==> src/hw/rtl/sgcb_ram.sv <==
// Generic simple dual-port RAM, one write and one registered read port.
// Standalone; instantiated by the top level for fill counts and active list.
`default_nettype none

module sgcb_ram #(
  parameter int unsigned Width = 8,
  parameter int unsigned Depth = 256,
  parameter int unsigned Aw    = $clog2(Depth)
) (
  input  wire logic             clk_i,
  input  wire logic             we_i,
  input  wire logic [Aw-1:0]    waddr_i,
  input  wire logic [Width-1:0] wdata_i,
  input  wire logic             re_i,
  input  wire logic [Aw-1:0]    raddr_i,
  output logic      [Width-1:0] rdata_o
);

  logic [Width-1:0] mem [Depth];

  always_ff @(posedge clk_i) begin
    if (we_i) begin
      mem[waddr_i] <= wdata_i;
    end
  end

  always_ff @(posedge clk_i) begin
    if (re_i) begin
      rdata_o <= mem[raddr_i];
    end
  end

endmodule

`default_nettype wire

==> config.mk <==
export PLATFORM = sky130hd
export DESIGN_NAME = sgcb_ram
export DESIGN_NICKNAME = d
export VERILOG_FILES = /design/src/hw/rtl/sgcb_ram.sv
export SDC_FILE = /design/constraint.sdc
export NUM_CORES = 2
export LEC_CHECK = 0
export BUFFER_PORTS_ARGS = -buffer_cell sky130_fd_sc_hd__buf_4
export CAP_MARGIN = 20
export CORE_ASPECT_RATIO = 1.25
export CORE_MARGIN = 2
export CORE_UTILIZATION = 30
export DETAILED_ROUTE_END_ITERATION = 8
export PLACE_DENSITY = 0.44
export SLEW_MARGIN = 40
export SYNTH_ARGS = -nofsm -noshare
export SYNTH_HDL_FRONTEND = slang
export SYNTH_SLANG_ARGS = --single-unit
==> constraint.sdc <==
create_clock -name clk_i -period 2.84 [get_ports clk_i]
set_clock_uncertainty 0.05 [all_clocks]
set_input_delay 0.142 -clock clk_i [delete_from_list [all_inputs] [get_ports clk_i]]
set_output_delay 0.142 -clock clk_i [all_outputs]
set_load 0.005 [all_outputs]
### After elaboration in Yosys (flattened, before gate mapping)

Memories as Yosys holds them, arrays and structs flattened. A register that Yosys moved wholly into a read port is not among the register bits.
Cells that the tools add are included.

* flip-flop bits (word level): 0
* memory bits (writable): 2048
* bits of input ports: 27
* output and inout port bits: 8
* logic and storage cells: 3
* memories: 1

* mux-type cells: 2

Memories
* mem: words 256, width 8, read ports 1, clocked after Yosys merged registers in 1, wr ports 1, line 19 `logic [Width-1:0] mem [Depth];`

Operator list (count)
* two-way mux 1 bit: 2

### Logic depth before layout (Yosys ltp)

* word-level depth: 2
* depth in mapped cells: 11
* gate-level depth less buffers: 6

### Least setup slack after synthesis

OpenSTA, ideal clock, no wires.

* kind: input to register
* from: input raddr_i[0]
* to: register rdata_o[2] (read register of mem) (data pin)
* setup time: 0.269 ns
* arrival time: 1.949 ns
* data required time: 2.521 ns
* slack: 0.572 ns
* stages on the path: 9
* buffers on the path: 4
* path through: buf_6 -> buf_12 -> buf_8 -> buf_2 -> mux4_2 -> a22oi_1 -> a21oi_1 -> nor4_1 -> nor4_2

RTL lines
* from (decl): line 15 `input wire logic [Aw-1:0] raddr_i,`
* to (decl): line 16 `output logic [Width-1:0] rdata_o`

==> run summary <==
growth of design area from synthesis to finish -> 20.58%
post-route worst setup slack -> 0.1210 ns
HPWL after detailed placement -> 153,200 microns
final number of hold-violating endpoints -> 0
number of placement rows -> 211
number of flip-flops and latches in the synthesized netlist -> 2,056
worst min-delay path category -> primary input to flip-flop
async set or reset register ratio after synthesis -> 0
Internal Power -> 0.05040 W
max-slew violation total from the final report -> 0
clock-pin slew on the worst setup and hold paths -> 0.07 ns
net switching share of the total power -> 0.2184
overall routed net length -> 231,700 microns
total instance count after detailed placement -> 7,733
nets -> 4,480
area of all placed cells without fillers -> 96,030 sq um
Clock H-tree levels -> 4
Inserted Clock Buffers -> 212
last weighted congestion value of the routability-driven placer -> 0.7946
final routed wire length divided by cell count -> 28.49 microns
Relative slew margins -> 0.3842
clock share of power -> 0.423
clock network latency to the later pin of the worst-skew pair -> 0.88 ns
worst slack at placement -> -0.6911 ns
achievable frequency -> 367.8 MHz
series of cell instances along the critical path -> mux4_2, mux4_2, nor2_1, a2111oi_0, buf_4, nor3_2, nor4_2
number of instances in the synthesized netlist -> 3,733
number of detailed-route iterations in the first pass -> 7
Synth Area per Inst -> 21.33 sq um
share of power burned in combinational logic -> 0.057
LEAKAGE -> 30.61 nW
number of enable flip-flop cells after synthesis -> 2,056
share of total power in sequential cells -> 0.520
DR DRC count -> 0
post-synthesis instance area -> 79,640 sq um
maximum number of pins on one net before global-route repair -> 90
Final Critical Period -> 2.719 ns
final setup fails -> 0
critical path arrival -> 3.26 ns
cell at the root of the clock tree -> clkbuf_16
Syn Nets -> 3,760
via density per instance -> 4.936
y dimension of the die -> 580.0 microns
CTS tree -> done
GR Overflow Total -> 0
ANT nets after route -> 0
DR vias -> 40.14k
endpoint class of the critical path -> flip-flop
Max Cap Violations -> 0
number of antenna violations at the first check in global routing -> 17
final setup TNS -> 0 ns
required time at the worst-slack endpoint -> 3.38 ns
leading post-synthesis cells by cell area -> edfxtp_1, mux4_2, mux2i_1
placed inst area -> 89,160 sq um
leading cell type in the layout, fill and taps excluded -> edfxtp_1
placeable core area -> 264,300 sq um
share of layout cells above drive strength 1 -> 0.3266
largest area contributor in the synthesized netlist -> edfxtp_1
startpoint type of the worst setup path -> flip-flop
slowest stage cell, crit path -> mux4_2
number of DRC markers in iteration 0 -> 3,563
port bufs -> 34
Die Span X -> 464.8 microns
most common flop cell mapped by yosys -> edfxtp_1
sequential area share after synthesis -> 0.7753
slew of the pin with the lowest slew margin -> 0.9237 ns
global-route total usage across every layer -> 0.1698
Sinks on Clock Net -> 2,056
die area -> 269,600 sq um
switching pwr -> 0.01409 W
commonest cells after routing, fill and taps aside -> edfxtp_1, buf_4, mux4_2, nor2_1, clkbuf_16
first-pass GRT wire length -> 327,900 microns
distinct cell type count of the synthesized netlist -> 54
category of cells accounting for the largest share of critical-path delay -> multiplexers
Warnings, synthesis -> 0
Post-Layout Cell Count -> 8,132
share of the synthesized area in the top cell type -> 0.7753
Crit path top cell by count -> mux4_2
share of the cycle needed by the critical path after routing -> 0.9574
largest buffer count on any clock path -> 4
peak per-stage delay on the critical path -> 0.54 ns
outcome -> finished, final reports clean
Worst Setup Path Type -> flip-flop to flip-flop
cell area power density -> 671.6 nW/um^2
worst-path fanout max -> 1
maximum ir drop on the vdd rail -> 0.4186 mV
number of primary I/O pins -> 35
Starting Density -> 0.3013
sum of buffers and inverters on the critical path -> 1
vias in the first global route -> 42.13k
worst slack on hold paths -> 0.1782 ns
unrepaired setup endpoints after global routing -> false
[path summary, 6_finish.rpt]
check	slack [ns]	cells after the start	from	end
setup / recovery	0.12	7	mem[139][2]	rdata_o[2]
setup reg to reg	0.12	7	mem[139][2]	rdata_o[2]
hold / removal	0.18	2	re_i	rdata_o[7]
hold reg to reg	1.20	6	mem[12][3]	rdata_o[3]
[stage by stage]
stage / total power (W) / utilization
after global placement: 0.03788 / 0.3372
after CTS: 0.06526 / 0.3633
final: 0.06449 / 0.3634
after detailed placement: 0.03791 / 0.3374
after global routing: 0.06647 / 0.3633
after floorplan: 0.03575 / -
[synthesized netlist by cell type, types with 31 or more instances]
cell type,count
nand2_1,33
nand3_1,34
mux4_2,454
nor2b_1,31
o221ai_1,46
nor2_1,282
buf_2,31
edfxtp_1,2056
mux2i_1,134
a21oi_1,96
a22oi_1,133
clkbuf_1,111
[final cells by class]
cell class / instances / area, sq um
Sequential cell: 2056 / 61740
Clock inverter: 122 / 1147
Tap cell: 3514 / 4397
Timing Repair Buffer: 739 / 6656
Inverter: 2 / 7.507
Clock buffer: 250 / 5490
Fill cell: 24247 / 168200
Multi-Input combinational cell: 1442 / 16570
Antenna cell: 7 / 17.52
[timing repair]
action	in CTS	in global routing
setup endpoints to repair	1	0
hold buffers	20	0
endpoints found under the hold margin	1261	0
resized for setup	1	0
buffers inserted	0	0
[routing by layer]
metal,part of all wire,global-route usage
met1,0.41,0.2190
met2,0.52,0.3003
met3,0.039,0.01957
met4,0.028,0.04792
met5,0.000030,0
[worst reg2reg max path, cell delays in order (launching register included)]
cell and delay (ns):
edfxtp_1 0.37, mux4_2 0.51, mux4_2 0.54, nor2_1 0.21, a2111oi_0 0.15, buf_4 0.21, nor3_2 0.34, nor4_2 0.10
[flip-flops by register name (all words and copies together), names as in the netlist]
register / count
rdata_o: 8
mem: 2048
[kinds of logic after synthesis]
logic type             Yosys count  synth area share
multiplexers                   591            0.1460
buffers and inverters          235           0.01829
AND/OR/NAND/NOR                466           0.02625
AO/OA/AOI/OAI                  385           0.03416
flip-flops                    2056            0.7753
[power groups by stage]
| stage | combinational [W] | sequential, W | clock (W) |
|---|---|---|---|
| CTS | 0.00378 | 0.0335 | 0.0280 |
| global placement | 0.00371 | 0.0342 | 0 |
| finish | 0.00368 | 0.0335 | 0.0273 |
| detailed placement | 0.00374 | 0.0342 | 0 |
| global route | 0.00391 | 0.0335 | 0.0291 |
| floorplan | 0.00163 | 0.0341 | 0 |
Power figures use the tool's default switching activity.
