$ cat config.mk
export PLATFORM = sky130hd
export DESIGN_NAME = sgcb_cell_map
export DESIGN_NICKNAME = d
export VERILOG_FILES = /design/src/hw/rtl/sgcb_pkg.sv /design/src/hw/rtl/sgcb_cell_map.sv
export SDC_FILE = /design/constraint.sdc
export NUM_CORES = 1
export LEC_CHECK = 0
export BUFFER_PORTS_ARGS = -buffer_cell sky130_fd_sc_hd__buf_2
export CAP_MARGIN = 20
export CORE_MARGIN = 4
export CORE_UTILIZATION = 43
export CTS_CLUSTER_SIZE = 24
export DETAILED_ROUTE_END_ITERATION = 7
export PLACE_DENSITY_LB_ADDON = 0.1
export SYNTH_ARGS = -nofsm -noshare
export SYNTH_HDL_FRONTEND = slang
export SYNTH_SLANG_ARGS = --single-unit
$ cat constraint.sdc
create_clock -name clk_i -period 17.6 [get_ports clk_i]
set_input_delay 1.76 -clock clk_i [delete_from_list [all_inputs] [get_ports clk_i]]
set_output_delay 1.76 -clock clk_i [all_outputs]
set_load 0.005 [all_outputs]
$ cat src/hw/rtl/sgcb_pkg.sv
// Shared constants, codes and types for the grid cell binning block.
// No dependencies; used by the cell mapper, the top level and the checker.
`default_nettype none

package sgcb_pkg;

  // Grid and storage sizing
  localparam int unsigned MaxCells     = 4096;
  localparam int unsigned CellW        = $clog2(MaxCells);
  localparam int unsigned CountW       = CellW + 1;
  localparam int unsigned SlotsPerCell = 16;
  localparam int unsigned SlotW        = $clog2(SlotsPerCell);
  localparam int unsigned FillW        = SlotW + 1;
  localparam int unsigned CoordW       = 16;
  localparam int unsigned ItemW        = 12;

  // Config register widths
  localparam int unsigned GridDimW = 7;
  localparam int unsigned ShiftW   = 4;
  localparam int unsigned CfgIdxW  = 2;

  // Config register indexes
  localparam logic [CfgIdxW-1:0] CfgGridColumns = 2'd0;
  localparam logic [CfgIdxW-1:0] CfgGridRows    = 2'd1;
  localparam logic [CfgIdxW-1:0] CfgCellSizeLog = 2'd2;

  // Config reset values
  localparam logic [GridDimW-1:0] GridColumnsRst = 7'd64;
  localparam logic [GridDimW-1:0] GridRowsRst    = 7'd64;
  localparam logic [ShiftW-1:0]   CellSizeRst    = 4'd8;

  // Op codes (input tuser)
  localparam logic OpFrame  = 1'b0;
  localparam logic OpInsert = 1'b1;

  // Result status codes
  localparam int unsigned StatusW = 2;
  localparam logic [StatusW-1:0] StatusStored  = 2'd0;
  localparam logic [StatusW-1:0] StatusFull    = 2'd1;
  localparam logic [StatusW-1:0] StatusOffGrid = 2'd2;

  // Input word layout: pos_x, pos_y, item_index, padded to bytes
  localparam int unsigned InPosXLsb = 0;
  localparam int unsigned InPosYLsb = InPosXLsb + CoordW;
  localparam int unsigned InItemLsb = InPosYLsb + CoordW;
  localparam int unsigned InUsedW   = InItemLsb + ItemW;
  localparam int unsigned InDataW   = ((InUsedW + 7) / 8) * 8;

  // Output word layout: cell_index, slot, status, first_in_cell, active_count
  localparam int unsigned OutCellLsb  = 0;
  localparam int unsigned OutSlotLsb  = OutCellLsb + CellW;
  localparam int unsigned OutStatLsb  = OutSlotLsb + SlotW;
  localparam int unsigned OutFirstLsb = OutStatLsb + StatusW;
  localparam int unsigned OutCountLsb = OutFirstLsb + 1;
  localparam int unsigned OutUsedW    = OutCountLsb + CountW;
  localparam int unsigned OutDataW    = ((OutUsedW + 7) / 8) * 8;

  // Cell mapper result
  typedef struct packed {
    logic             off_grid;
    logic [CellW-1:0] cell_idx;
  } cell_map_t;

endpackage

`default_nettype wire

$ cat src/hw/rtl/sgcb_cell_map.sv
// Position to cell mapper: captures shifted coordinates, forms row-major index.
// Depends on sgcb_pkg.
`default_nettype none

module sgcb_cell_map (
  input  wire logic                            clk_i,
  input  wire logic                            load_i,
  input  wire logic [sgcb_pkg::CoordW-1:0]     pos_x_i,
  input  wire logic [sgcb_pkg::CoordW-1:0]     pos_y_i,
  input  wire logic [sgcb_pkg::GridDimW-1:0]   grid_columns_i,
  input  wire logic [sgcb_pkg::GridDimW-1:0]   grid_rows_i,
  input  wire logic [sgcb_pkg::ShiftW-1:0]     cell_size_log2_i,
  output sgcb_pkg::cell_map_t                  map_o
);

  localparam int unsigned ProdW = sgcb_pkg::CoordW + sgcb_pkg::GridDimW;
  localparam int unsigned SumW  = ProdW + 1;

  logic [sgcb_pkg::CoordW-1:0] col_q, row_q;
  logic [ProdW-1:0]            prod;
  logic [SumW-1:0]             sum;

  // Coordinates drop to cell units at capture (truncating shift)
  always_ff @(posedge clk_i) begin
    if (load_i) begin
      col_q <= pos_x_i >> cell_size_log2_i;
      row_q <= pos_y_i >> cell_size_log2_i;
    end
  end

  assign prod = row_q * grid_columns_i;
  assign sum  = {{(SumW - sgcb_pkg::CoordW){1'b0}}, col_q} + {1'b0, prod};

  assign map_o.off_grid =
      (col_q >= {{(sgcb_pkg::CoordW - sgcb_pkg::GridDimW){1'b0}}, grid_columns_i}) ||
      (row_q >= {{(sgcb_pkg::CoordW - sgcb_pkg::GridDimW){1'b0}}, grid_rows_i}) ||
      (sum >= SumW'(sgcb_pkg::MaxCells));
  assign map_o.cell_idx = sum[sgcb_pkg::CellW-1:0];

endmodule

`default_nettype wire

# == Word level (Yosys, flattened, before mapping) ==
# Index checks and enable logic that the tools add are counted.
# op_classes
n_lt_le_gt_ge,3
multipliers,1
n_reduce_logical,2
addsub,1
shifts,2
# ops
op,n
$ge 16x7->1,2
$shr 16x4->16,2
$add 16x23->24,1
$ge 24x13->1 const B,1
$mul 16x7->23,1
$logic_or 1x1->1,2
# totals
input_bits,52
regBits,32
elab_cells,11

# == Depth between registers and ports, before layout ==
# logic_depth
ltp_word,4
ltp_mapped,20
ltp_nobuf,19

# == Least setup slack after synthesis ==
# OpenSTA, ideal clock, no wires.
# synth_timing
path_kind,input port to output port
start,input port grid_columns_i[6] (netlist bit)
end,output port map_o[12] (netlist bit)
path_buffers,1
path_slack_ns,9.324
cell_stages,18
t_required_ns,15.840
arrival_time_ns,6.516
cell_sequence,clkbuf_1 nand2_1 fa_1 fa_1 inv_1 fa_1 inv_1 fa_1 inv_1 ha_1 nand3_1 o22ai_1 o41ai_1 a21oi_1 a31oi_1 mux2_1 a2111oi_2 nand4_1
# synth_rtl
element,line_no,text
start: declaration,sgcb_cell_map.sv:10,"input wire logic [sgcb_pkg::GridDimW-1:0] grid_columns_i,"
end: declaration,sgcb_cell_map.sv:13,output sgcb_pkg::cell_map_t map_o

==> summary.txt <==
Die
  – Initial Utilization: 44.2%
  – DIE HEIGHT: 133 um
  – Die X: 133 um
  – Total die area: 17,800 sq um
  – Placeable Area: 15,300 sq um
  – I/O pin cnt: 65
  – Rows: 45

Critical path
  – Crit-path cells: buf_2, nand2_1, fa_1, fa_1, inv_1, fa_1, inv_1, fa_1, inv_1, ha_1, nand3_1, o22ai_1, o41ai_1, a21oi_1, a31oi_1, mux2_1, a2111oi_2, nand4_1, buf_2
  – Slowest CP cell: fa_1
  – Buf+Inv Stages, Crit Path: 5
  – Type of origin of the critical path: primary input
  – CP Data Required Time: 15.84 ns
  – Critical Path Source: grid_columns_i[6]
  – Arr. time, crit path: 7.08 ns
  – CP Class: in -> out
  – Critical path's top delay family: adder cells
  – CP Depth: 19
  – CP endpoint: map_o[12]
  – Max stage delay on crit path: 0.54 ns
  – Crit Path Max Fanout: 17
  – Worst Setup End Kind: primary output
  – Most used cell, CP: fa_1

Clock tree
  – CTS Buf Count: 5
  – Clk pin slew, worst setup/hold paths: 0.05 ns
  – Root buf cell: clkbuf_16
  – Post-CTS Hold Buffers: 0
  – Setup bufs post-CTS: 0
  – Clock Sinks: 32
  – Deepest clock path buffer count: 2
  – Gates resized, CTS repair: 0
  – H-tree Lvls: 2
  – CTS tree: built

STA
  – Final Hold Fails: 0
  – Final worst path period share: 50.2%
  – Post-route minimum period: 8.84 ns
  – Fmax: 113 MHz
  – Worst Tran Pin Value: 0.798 ns
  – RSZ-0062 raised after global routing: no
  – Hold Slack: 1.88 ns
  – Worst relative slew slack: 46.8%
  – Setup violators final: 0
  – Final setup margin: 8.76 ns
  – Max Slew Vio Count: 0
  – Setup TNS: 0 ns

GRT
  – GRT Util Overall: 18.2%
  – First-pass GRT wire length: 27,100 um
  – Largest net degree at the start of global routing: 50
  – GRT overflow: 0
  – Number of global-route vias before repair: 5,525
  – Initial antenna violation count: 0

Yosys
  – Post-synthesis sequential area ratio: 14.2%
  – Number of synthesized flops with an enable pin: 32
  – Syn avg cell area: 8.83 sq um
  – Gate count of the mapped netlist: 766
  – Flops & latches, synth: 32
  – Async set or reset register ratio after synthesis: 0%
  – Synth Cell Area: 6760 sq um
  – Most common flop cell mapped by yosys: edfxtp_1
  – Syn nets: 964
  – Count of cell types in the netlist: 60
  – YS warnings: 0

Power and ir drop
  – Power Internal: 559 uW
  – Worst VDD drop: 0.0928 mV
  – Clock power frac: 6.8%
  – Cell area power density: 156 nW/um^2
  – Pwr Total: 1.14 mW
  – Switch share: 51.0%
  – Sequential share of power: 9.4%
  – Combinational Power Share: 83.9%
  – Leakage: 3.50 nW
  – P_sw: 582 uW

Outcome
  – Status: completed

Drt
  – Initial drt markers: 248
  – Avg Vias per Cell: 5.27
  – Pre-Repair DR Iteration Count: 5
  – Final WL: 15,600 um
  – DRC: 0
  – Antenna viol nets, final: 0
  – Avg WL per Cell: 15.4 um
  – Vias: 5,342

Layout
  – Final Core Density: 47.9%
  – Most frequent cells in the layout: 137 x inv_1, 85 x fa_1, 84 x nand2_1
  – Non-filler instance count after layout: 1,013
  – Most common cell after layout, fill and taps aside: inv_1
  – Final #Nets: 999
  – Fin area: 7330 sq um
  – Layout cell share with drive strength beyond 1: 11.5%
  – Diodes inserted: 0
  – Area growth syn-to-layout: 8.36%

Placed design
  – Post-Place Worst Slack: 8.73 ns
  – Port-buffer cells: 64
  – Cell Count Post-Placement: 1,005
  – Gpl congestion: 0.872
  – Hpwl dp: 13,500 um
  – Cell Area, Placed: 7190 sq um

Job
  – Total of max-cap violations: 0

Worst hold path
  – Min-Delay Path Class: in -> reg
-- registers in the layout, summed over array words and instances, names as in the netlist --
| register | cells |
|---|---|
| row_q | 16 |
| col_q | 16 |
-- layout make-up --
type,count,area (sq um)
clock buffer,7,133
clock inverter,1,3.75
fill,1545,7990
inverter,137,514
multi-input combinational,561,5130
sequential,32,961
tap,211,264
timing repair buffer,64,320
-- tightest hold or removal path, cell delays in order --
cell and delay [ns]:
buf_2 0.13, nand2_1 0.06, nor3_1 0.03
-- how the worst min path moves through the flow --
stage,start,end,slack [ns],cells after the start
finish,pos_y_i[15],row_q[15]$_SDFFCE_PP0P_,1.88,3
global route,pos_y_i[15],row_q[15]$_SDFFCE_PP0P_,1.89,3
CTS,pos_y_i[15],row_q[15]$_SDFFCE_PP0P_,1.87,3
detailed placement,pos_y_i[15],row_q[15]$_SDFFCE_PP0P_,2.16,3
global placement,pos_x_i[15],col_q[15]$_SDFFCE_PP0P_,2.16,3
floorplan,load_i,col_q[0]$_DFFE_PP_,1.87,0
-- logic make-up after synthesis --
family | after synthesis | synth area share (%)
multiplexers | 45 | 8.08
adder cells (fa/ha/maj) | 146 | 36.4
AO/OA/AOI/OAI | 120 | 11.9
AND/OR/NAND/NOR | 240 | 18.2
flip-flops | 32 | 14.2
XOR/XNOR | 10 | 1.29
buffers and inverters | 173 | 9.90
-- power by group through the flow --
stage          Clock (mW)  Sequential, mW  Combinational (mW)
2_1_floorplan           0           0.100               0.723
3_3_place_gp            0           0.108               0.934
3_5_place_dp            0           0.108               0.953
4_1_cts            0.0786           0.107               0.959
5_1_grt            0.0829           0.108                1.09
6_report           0.0772           0.107               0.957
-- Yosys cell counts (4+ instances only) --
cell,count,share of area [%]
nor4_1,7,0.65
nand2b_1,11,1.0
nand4_1,5,0.46
fa_1,85,25
a21o_1,6,0.67
a211oi_1,18,2.0
mux2i_1,31,4.6
clkbuf_1,25,1.4
a31oi_1,9,0.83
buf_1,6,0.33
o21ai_0,19,1.4
edfxtp_1,32,14
nor3b_1,7,0.78
xnor2_1,7,0.91
o22ai_1,9,0.83
ha_1,61,11
nand3_1,6,0.44
mux4_2,7,2.3
and2_1,40,3.7
a21oi_1,33,2.4
and3_1,4,0.37
nor2b_1,14,1.3
mux2_2,6,1.0
nand2_1,84,4.7
nor3_1,6,0.44
inv_1,137,7.6
nor2_1,38,2.1
-- layer usage --
layer / GRT usage [%] / share of wire [%]
met1: 26.2 / 48
met3: 1.96 / 5.3
met4: 3.31 / 1.0
met5: 0 / 0
met2: 30.0 / 46
Note: power is estimated with default switching activity, not from simulation.
